==> config.mk <==
export PLATFORM = sky130hd
export DESIGN_NAME = gics_divider
export DESIGN_NICKNAME = d
export VERILOG_FILES = /design/src/sv/gics_pkg.sv /design/src/sv/gics_divider.sv
export SDC_FILE = /design/constraint.sdc
export NUM_CORES = 1
export LEC_CHECK = 0
export BUFFER_PORTS_ARGS = -buffer_cell sky130_fd_sc_hd__buf_2
export CORE_AREA = 2 2 137 139
export DETAILED_ROUTE_END_ITERATION = 16
export DIE_AREA = 0 0 139 141
export PLACE_DENSITY = 0.7
export SETUP_SLACK_MARGIN = 0.5
export SLEW_MARGIN = 15
export SYNTH_ARGS = -nofsm -noshare
export SYNTH_HDL_FRONTEND = slang
export SYNTH_SLANG_ARGS = --single-unit
==> constraint.sdc <==
create_clock -name aclk -period 5 [get_ports aclk]
set_input_delay 1 -clock aclk [delete_from_list [all_inputs] [get_ports aclk]]
set_output_delay 1 -clock aclk [all_outputs]
set_load 0.05 [all_outputs]
==> src/sv/gics_pkg.sv <==
package gics_pkg;

    // Widths of the stream payloads; the two data widths are byte-padded.
    localparam int unsigned S_TDATA_W = 64;
    localparam int unsigned M_TDATA_W = 32;
    localparam int unsigned M_TUSER_W = 2;

    // Sequencer states.
    typedef enum logic [3:0] {
        ST_LOAD,
        ST_AREA,
        ST_ACCUM,
        ST_TGT,
        ST_SRCH,
        ST_SRCHW,
        ST_CELL,
        ST_NORM,
        ST_DIV,
        ST_MUL,
        ST_OUT
    } gics_state_t;

endpackage

==> src/sv/gics_divider.sv <==
// Restoring divider: quotient = floor((num << 32) / den), one bit per cycle.
// num <= den < 2^32, so the quotient fits 33 bits.
module gics_divider
    import gics_pkg::*;
(
    input  logic        aclk,
    input  logic        aresetn,
    input  logic        start,
    input  logic [31:0] num,
    input  logic [31:0] den,
    output logic        done,
    output logic [32:0] quot
);

    logic [32:0] rem_reg, rem_next;
    logic [32:0] quot_reg, quot_next;
    logic [31:0] den_reg;
    logic [5:0]  cnt_reg, cnt_next;
    logic        busy_reg, busy_next;
    logic        done_reg, done_next;
    logic [33:0] trial;

    // One shift-and-subtract step per cycle; 33 steps in total.
    always_comb begin
        rem_next  = rem_reg;
        quot_next = quot_reg;
        cnt_next  = cnt_reg;
        busy_next = busy_reg;
        done_next = 1'b0;
        trial     = {rem_reg, 1'b0} - {2'b0, den_reg};
        if (start) begin
            rem_next  = {1'b0, num};
            quot_next = '0;
            cnt_next  = 6'd32;
            busy_next = 1'b1;
        end else if (busy_reg) begin
            if (cnt_reg == 6'd32) begin
                // First quotient bit compares num itself with den.
                if (rem_reg >= {1'b0, den_reg}) begin
                    rem_next  = rem_reg - {1'b0, den_reg};
                    quot_next = 33'd1;
                end
            end else begin
                if (!trial[33]) begin
                    rem_next  = trial[32:0];
                    quot_next = {quot_reg[31:0], 1'b1};
                end else begin
                    rem_next  = {rem_reg[31:0], 1'b0};
                    quot_next = {quot_reg[31:0], 1'b0};
                end
            end
            if (cnt_reg == 6'd0) begin
                busy_next = 1'b0;
                done_next = 1'b1;
            end else begin
                cnt_next = cnt_reg - 6'd1;
            end
        end
    end

    always_ff @(posedge aclk) begin
        if (!aresetn) begin
            busy_reg <= 1'b0;
            done_reg <= 1'b0;
            cnt_reg  <= '0;
        end else begin
            busy_reg <= busy_next;
            done_reg <= done_next;
            cnt_reg  <= cnt_next;
        end
        rem_reg  <= rem_next;
        quot_reg <= quot_next;
        if (start) begin
            den_reg <= den;
        end
    end

    assign done = done_reg;
    assign quot = quot_reg;

endmodule

==> flow_summary.toml, run 1 <==
[logic_synthesis]
synth_nets = 1056
synth_compound_area_share_pct = 24.4
synth_cell_type_count = 69
synth_cells = 923
synth-simple-area-share_pct = 16.1
synth_xor_area_share_pct = 6.66
synthAdderAreaFrac_pct = 10.5
synth_top_family_by_area = "compound AO/OA/AOI/OAI gates"
synth_area_per_cell_um2 = 8.70
yosysSeqAreaShare_pct = 34.4
async_flop_share_pct = 0
synth_seq_cells = 106
synth_mux_area_share_pct = 3.02
synth_edf_count = 64
yosys_warnings = 0
synth_ff_type = "edfxtp_1"
syn-cell-area_um2 = 8030

[timing]
setup_viol = 0
finalClockSkew_ps = 17.4
hold_viol_final = 0
worst_slew_pin_slew_ps = 966
fin_crit_ps = 3650
slew_headroom_pct = 34.8
post-route-period-util_pct = 73.0
max_freq_mhz = 274
drv_slew = 0
rsz0062_at_grt = "no"
tns_ps = 0

[power]
powerDensity_nw_per_um2 = 481
power.leakage_uw = 0.00378
ir_worst_vdd_v = 0.000261
total_power_uw = 4310

[grt]
grt_pass1_vias = 7149
overflow = 0
grt_max_degree = 56
grt_pass1_wl_um = 35600
grt_usage_pct = 22.2
grt_antenna_before_repair = 1

[drt]
drc_errors = 0
wire_per_inst_um = 17.7
drt_iter0_drc = 650
ant_nets = 0
num_vias = 7226
routed_wl_um = 21800
drtPass1Iterations = 5
via_per_inst = 5.86

[clocking]
clockBufferDepth = 2
cts_tree = "done"
cts_hold_buf = 0
numCtsBuffers = 9
cts.sink_count = 106
clkTransAtPathRegs_ps = 70
clkLatencyLatePin_ps = 360
post_cts_buffers = 0
postCtsResizedCells = 0
htree_levels = 3
clockRootBuffer = "clkbuf_16"

[placement]
io_buffers = 100
dpl.hpwl_um = 16100
place_congestion = 0.941

[floorplan]
core_um2 = 18300
pin_count = 101
die_x_um = 139
initial_core_util_pct = 43.9
die-area_um2 = 19600
rows = 50
die_y_um = 141

[setup_path]
crit_chain = "ha_1 -> fa_1 -> nand2b_1 -> a21o_1 -> a21oi_1 -> o41ai_1 -> o311ai_1 -> nand2_1 -> nand2_1 -> xor2_1 -> o22ai_1 -> a21oi_1"
r2r_start = "den_reg[0]"
cp.arrival_ps = 3850
startpoint_type = "flop"
crit_path_max_fanout = 5
worstPathRequired_ps = 5200
r2r_setup_slack_ps = 1350
crit_slowest_cell = "o311ai_1"
path_delay_family = "compound AO/OA/AOI/OAI gates"
crit_start = "den_reg[0]"
crit_buf_inv = 0
max_stage_delay_ps = 800
critical_path_class = "reg2reg"
endpoint_kind = "flop"

[flow_run]
drv_cap = 0

[hold_path]
worstHoldStart = "quot[32]"
hp-class = "reg2reg"

[cells_and_area]
fillers = 1748
area_delta_synth_final_pct = 11.6
drive_gt1_share_pct = 14.3
nets = 1127

[run_status]
status = "completed"
-- synthesized netlist by cell type (14+ instances only) --
| library cell | n | area share, % |
|---|---|---|
| xnor2_1 | 34 | 3.7 |
| a21oi_1 | 120 | 7.5 |
| ha_1 | 64 | 10 |
| nor2_1 | 44 | 2.1 |
| xor2_1 | 27 | 2.9 |
| a31oi_1 | 14 | 1.1 |
| nand2_1 | 74 | 3.5 |
| edfxtp_1 | 64 | 24 |
| a21o_1 | 29 | 2.7 |
| nand3_1 | 55 | 3.4 |
| inv_1 | 51 | 2.4 |
| or3_1 | 14 | 1.1 |
| dfxtp_1 | 42 | 10 |
| mux2i_1 | 22 | 2.7 |
| o21ai_0 | 37 | 2.3 |
| clkbuf_1 | 34 | 1.6 |
| o22ai_1 | 18 | 1.4 |
-- path summary, 6_finish.rpt --
kind / end / cells past startpoint
setup reg to reg: rem_reg[28] / 12
hold reg to reg: quot[32] / 2
hold / removal: quot[32] / 2
setup / recovery: rem_reg[28] / 12
-- through the flow --
stage,instances,util (%),setup WS (ps),hold slack (ps),cell area (µm²)
6_report,1234,49.1,1350,457,8960
5_1_grt,1234,49.1,1060,481,8960
4_1_cts,1233,49.0,1140,459,8960
3_5_place_dp,1217,47.5,1170,449,8680
3_3_place_gp,1217,47.5,1270,437,8680
2_1_floorplan,923,-,1480,474,8030
-- layer usage --
layer | global-route usage, % | share of wire (%) | vias to the layer above
met4 | 7.28 | 2.1 | 0
met2 | 37.9 | 48 | 205
met3 | 4.11 | 4.8 | 33
met5 | 0 | 0 | -
li1 | - | - | 3565
met1 | 28.6 | 45 | 3423
-- logic make-up after synthesis --
| logic type | count (synthesis) |
|---|---|
| fa+ha+maj | 66 |
| xor+xnor | 61 |
| flops | 106 |
| compound gates | 308 |
| mux | 24 |
| simple gates | 259 |
| buf+inv | 99 |
-- power breakdown --
part           total [µW]  switching (µW)  internal [µW]
logic                2450            1440           1000
registers            1170            96.9           1080
clock network         691             346            345
-- layout by cell type (no fill, tap or decap), drive strengths merged, types with 18 or more instances in the layout --
cell type and instances:
a21o 29, a21oi 124, buf 108, dfxtp 42, edfxtp 64, ha 64, inv 54, mux2i 22
nand2 74, nand3 55, nor2 44, o21ai 41, o22ai 18, xnor2 34, xor2 27
-- final cells by class --
class | instances | area [µm²] | area share, %
clock buffers | 10 | 229 | 2.56
diodes | 1 | 2.50 | 0.0279
repair buffers | 108 | 563 | 6.28
well taps | 234 | 293 | 3.27
clock inverters | 6 | 48.8 | 0.545
multi-input cells | 718 | 4870 | 54.4
inverters | 51 | 191 | 2.14
flip-flops and latches | 106 | 2760 | 30.8
-- worst register-to-register path, stage by stage, from the launching register on --
cell and delay, ps:
edfxtp_1 490, ha_1 270, fa_1 420, nand2b_1 190, a21o_1 190, a21oi_1 180, o41ai_1 200, o311ai_1 800
nand2_1 120, nand2_1 110, xor2_1 240, o22ai_1 130, a21oi_1 160
Power figures use the tool's default switching activity.
==> inputs of run 2 (changes only) <==
clock period = 3.8 ns   (was 5 ns; I/O delays follow)
==> flow_summary.toml, run 2 (same netlist as run 1, synthesis figures left out) <==
[cells_and_area]
drive_gt1_share_pct = 19.5
postLayoutCoreUtil_pct = 51.7
fillers = 1726
final_common_cell = "a21oi_1"
area_delta_synth_final_pct = 17.8
nets = 1155
layout_common_cells = "a21oi_1, buf_2, nand2_1"

[setup_path]
crit_cells = 12
startpoint_type = "flop"
max_stage_delay_ps = 500
endpoint_kind = "flop"
crit_chain = "ha_4 -> and2_1 -> o211ai_1 -> a21oi_2 -> o21ai_2 -> a21oi_2 -> o211ai_4 -> and4b_4 -> or3_4 -> buf_4 -> mux2_1 -> a21oi_1"
cp.arrival_ps = 3460
crit_buf_inv = 1
crit_path_max_fanout = 8
worstPathRequired_ps = 4010
ff2ff_path_depth = 12
cpMostUsedCell = "a21oi_2"
critical_path_class = "reg2reg"
path_delay_family = "compound AO/OA/AOI/OAI gates"
crit_slowest_cell = "edfxtp_1"

[clocking]
clkLatencyLatePin_ps = 370
htree_levels = 3
clockBufferDepth = 2
cts_tree = "done"
cts.sink_count = 106
clockRootBuffer = "clkbuf_16"
cts_hold_buf = 0
numCtsBuffers = 9
clkTransAtPathRegs_ps = 80

[floorplan]
die_y_um = 141
die_x_um = 139
die-area_um2 = 19600
pin_count = 101
initial_core_util_pct = 43.9
rows = 50
core_um2 = 18300

[flow_run]
drv_cap = 0

[drt]
num_vias = 7344
drtPass1Iterations = 8
routed_wl_um = 22100
via_per_inst = 5.82
drc_errors = 0
ant_nets = 0
drt_iter0_drc = 633
wire_per_inst_um = 17.5

[power]
ir_worst_vdd_v = 0.000308
power_frac_comb_pct = 58.2
powerDensity_nw_per_um2 = 640
switchingPower_uw = 2570
pwr-share-clk_pct = 16.0
power.leakage_uw = 0.00396
switching_share_pct = 42.6
p_int_uw = 3470
seqPwrFrac_pct = 25.8

[timing]
max_freq_mhz = 307
tns_ps = 0
post-route-period-util_pct = 85.6
rsz0062_at_grt = "no"
fin_crit_ps = 3250
slew_headroom_pct = 42.9
finalClockSkew_ps = 14.7
setup_viol = 0
worst_slew_pin_slew_ps = 854
hold_viol_final = 0
drv_slew = 0

[placement]
dpl.hpwl_um = 16000
io_buffers = 100
place_congestion = 0.904

[grt]
overflow = 0
grt_usage_pct = 22.0
grt_antenna_before_repair = 1
grt_pass1_vias = 6815
grt_pass1_wl_um = 35000
grt_max_degree = 56

[hold_path]
hold_path_depth = 2
hp-class = "reg2reg"

[run_status]
status = "completed"
[run 2: changes by cell type in the layout (fill, tap and decap cells not counted), moves of 4 or more]
| cell | before | now |
|---|---|---|
| a21oi_2 | 4 | 8 |
| buf_4 | 9 | 31 |
| a21oi_1 | 120 | 115 |
| ha_4 | 0 | 6 |
| ha_1 | 64 | 56 |
| buf_12 | 0 | 4 |
[run 2: final cells by class]
class                      count  area, µm²  area share (%)
antenna                        1       2.50          0.0265
clock buffer                  10        250            2.65
clock inverter                 6       53.8           0.569
inverter                      51        191            2.03
multi-input combinational    718       5070            53.6
sequential                   106       2760            29.2
tap                          234        293            3.10
timing repair buffer         136        831            8.79
[run 2: path summary, 6_finish.rpt]
check	end	slack [ps]	startpoint
max	rem_reg[1]	550	rem_reg[3]
min	quot[32]	450	quot[32]
max reg2reg	rem_reg[1]	550	rem_reg[3]
min reg2reg	quot[32]	450	quot[32]
[run 2: tightest hold or removal path, cell delays in order, from the launching register on]
cell,delay (ps)
dfxtp_1,310
nand2_1,50
a21oi_1,50
[run 2: power by group through the flow]
stage	Combinational [µW]	Clock, µW	Sequential [µW]
detailed placement	3180	0	1570
floorplan	2490	0	1530
CTS	3260	994	1550
global route	3830	1040	1580
global placement	3170	0	1570
finish	3520	969	1560
[run 2: metal layers]
metal	track usage, %	vias up	share of wire [%]
met5	0	-	0
met1	29.1	3442	44
li1	-	3619	-
met2	37.0	248	48
met4	6.22	0	1.5
met3	3.94	35	6.1
[run 2: per-stage QoR]
stage / std cells / area [µm²] / total power (µW) / setup WS [ps] / hold slack [ps]
6_report: 1262 / 9450 / 6050 / 547 / 453
2_1_floorplan: 923 / 8030 / 4020 / 591 / 474
3_3_place_gp: 1228 / 8790 / 4730 / 393 / 437
3_5_place_dp: 1228 / 8790 / 4750 / 324 / 443
4_1_cts: 1246 / 9160 / 5800 / 501 / 454
5_1_grt: 1262 / 9450 / 6440 / 469 / 468
[run 2: timing repair]
item | in CTS | in global routing
resized for setup | 8 | 36
pin swaps | 3 | 17
setup endpoints to repair | 82 | 73
setup buffers | 2 | 15
==> inputs of run 3 (changes only) <==
clock period = 3.7 ns   (was 3.8 ns; I/O delays follow)
==> flow_summary.toml, run 3 (same netlist as run 1, synthesis figures left out) <==
[timing]
max_freq_mhz = 308
post-route-period-util_pct = 87.9
finalClockSkew_ps = 9.51
drv_slew = 0
whs_ps = 466
rsz0062_at_grt = "yes"
fin_ws_ps = 449
setup_viol = 0
worst_slew_pin_slew_ps = 792
tns_ps = 0
slew_headroom_pct = 47.2
hold_viol_final = 0
fin_crit_ps = 3250

[drt]
wire_per_inst_um = 18.4
ant_nets = 0
num_vias = 7682
drc_errors = 0
drt_iter0_drc = 847
drtPass1Iterations = 6
via_per_inst = 5.94
routed_wl_um = 23800

[grt]
overflow = 0
grt_pass1_wl_um = 37900
grt_usage_pct = 23.7
grt_antenna_before_repair = 0
grt_pass1_vias = 7371
grt_max_degree = 56

[placement]
io_buffers = 100
place_congestion = 0.949
dpl_worst_slack_ps = 53.1
dpl.hpwl_um = 16200

[power]
power_frac_comb_pct = 61.4
ir_worst_vdd_v = 0.000296
power.leakage_uw = 0.00418
pwr-share-clk_pct = 15.0
powerDensity_nw_per_um2 = 675
switchingPower_uw = 2880
p_int_uw = 3900
seqPwrFrac_pct = 23.6
switching_share_pct = 42.5

[clocking]
clkTransAtPathRegs_ps = 80
cts_hold_buf = 0
clkLatencyLatePin_ps = 360
numCtsBuffers = 9
cts_tree = "done"
clockRootBuffer = "clkbuf_16"
cts.sink_count = 106
clockBufferDepth = 2
htree_levels = 3

[setup_path]
startpoint_type = "flop"
worstPathRequired_ps = 3820
ff2ff_path_depth = 11
critical_path_class = "reg2reg"
cp.arrival_ps = 3370
endpoint_kind = "flop"
crit_path_max_fanout = 7

[cells_and_area]
final_common_cell = "a21oi_1"
antenna_cells = 0
nets = 1188
layout_common_cells = "a21oi_1, buf_2, nand2_1"
drive_gt1_share_pct = 25.2
area_delta_synth_final_pct = 25.1
fillers = 1618

[floorplan]
die_y_um = 141
core_um2 = 18300
pin_count = 101
die-area_um2 = 19600
die_x_um = 139
initial_core_util_pct = 43.9
rows = 50

[hold_path]
hold_path_depth = 2
hp-class = "reg2reg"

[run_status]
status = "completed"

[flow_run]
drv_cap = 0
==> run 3: power by group through the flow <==
stage / combinational [µW] / clock, µW / sequential (µW)
6_report: 4170 / 1020 / 1600
5_1_grt: 4510 / 1080 / 1620
4_1_cts: 3760 / 1030 / 1590
3_5_place_dp: 3340 / 0 / 1600
3_3_place_gp: 3330 / 0 / 1600
2_1_floorplan: 2560 / 0 / 1570
==> run 3: routing by layer <==
| metal | track usage, % | up-vias | wire [µm] |
|---|---|---|---|
| li1 | - | 3681 | - |
| met1 | 32.4 | 3606 | 10400 |
| met2 | 38.4 | 329 | 11100 |
| met3 | 3.91 | 66 | 1670 |
| met4 | 7.60 | 0 | 694 |
| met5 | 0 | - | 0 |
==> run 3: path summary, 6_finish.rpt <==
kind,endpoint,from,slack (ps)
worst min-delay path,quot[29],quot[29],470
worst max register to register,rem_reg[17],rem_reg[21],450
worst min register to register,quot[29],quot[29],470
worst max-delay path,rem_reg[17],rem_reg[21],450
==> run 3: final cells by class <==
cell class | count | area (µm²) | area share (%)
inverters | 51 | 191 | 1.91
well taps | 234 | 293 | 2.92
clock inverters | 6 | 62.6 | 0.623
clock buffers | 10 | 250 | 2.49
repair buffers | 168 | 1160 | 11.5
flip-flops and latches | 106 | 2760 | 27.5
multi-input cells | 719 | 5320 | 53.0
==> run 3: what timing repair did <==
| item | in CTS | in global routing |
|---|---|---|
| gates cloned | 3 | 2 |
| pin swaps | 26 | 24 |
| resized for setup | 43 | 54 |
| endpoints found under the setup margin | 97 | 91 |
| buffers inserted | 24 | 8 |
==> run 3: worst max-delay path: stages (launching register included) <==
cell and delay [ps]:
edfxtp_1 470, ha_2 390, a21oi_1 160, o21ai_0 130
or3_4 430, o211ai_4 210, and4b_4 310, nor3_4 60
buf_12 150, buf_16 130, or3_1 360, a32o_1 220
==> run 3: stage by stage <==
stage	total power (µW)	std cells	utilization, %	cell area [µm²]
finish	6780	1294	55.0	10000
global placement	4930	1241	48.8	8910
detailed placement	4940	1241	48.8	8910
global route	7210	1294	55.0	10000
CTS	6390	1284	53.1	9700
floorplan	4130	923	-	8030
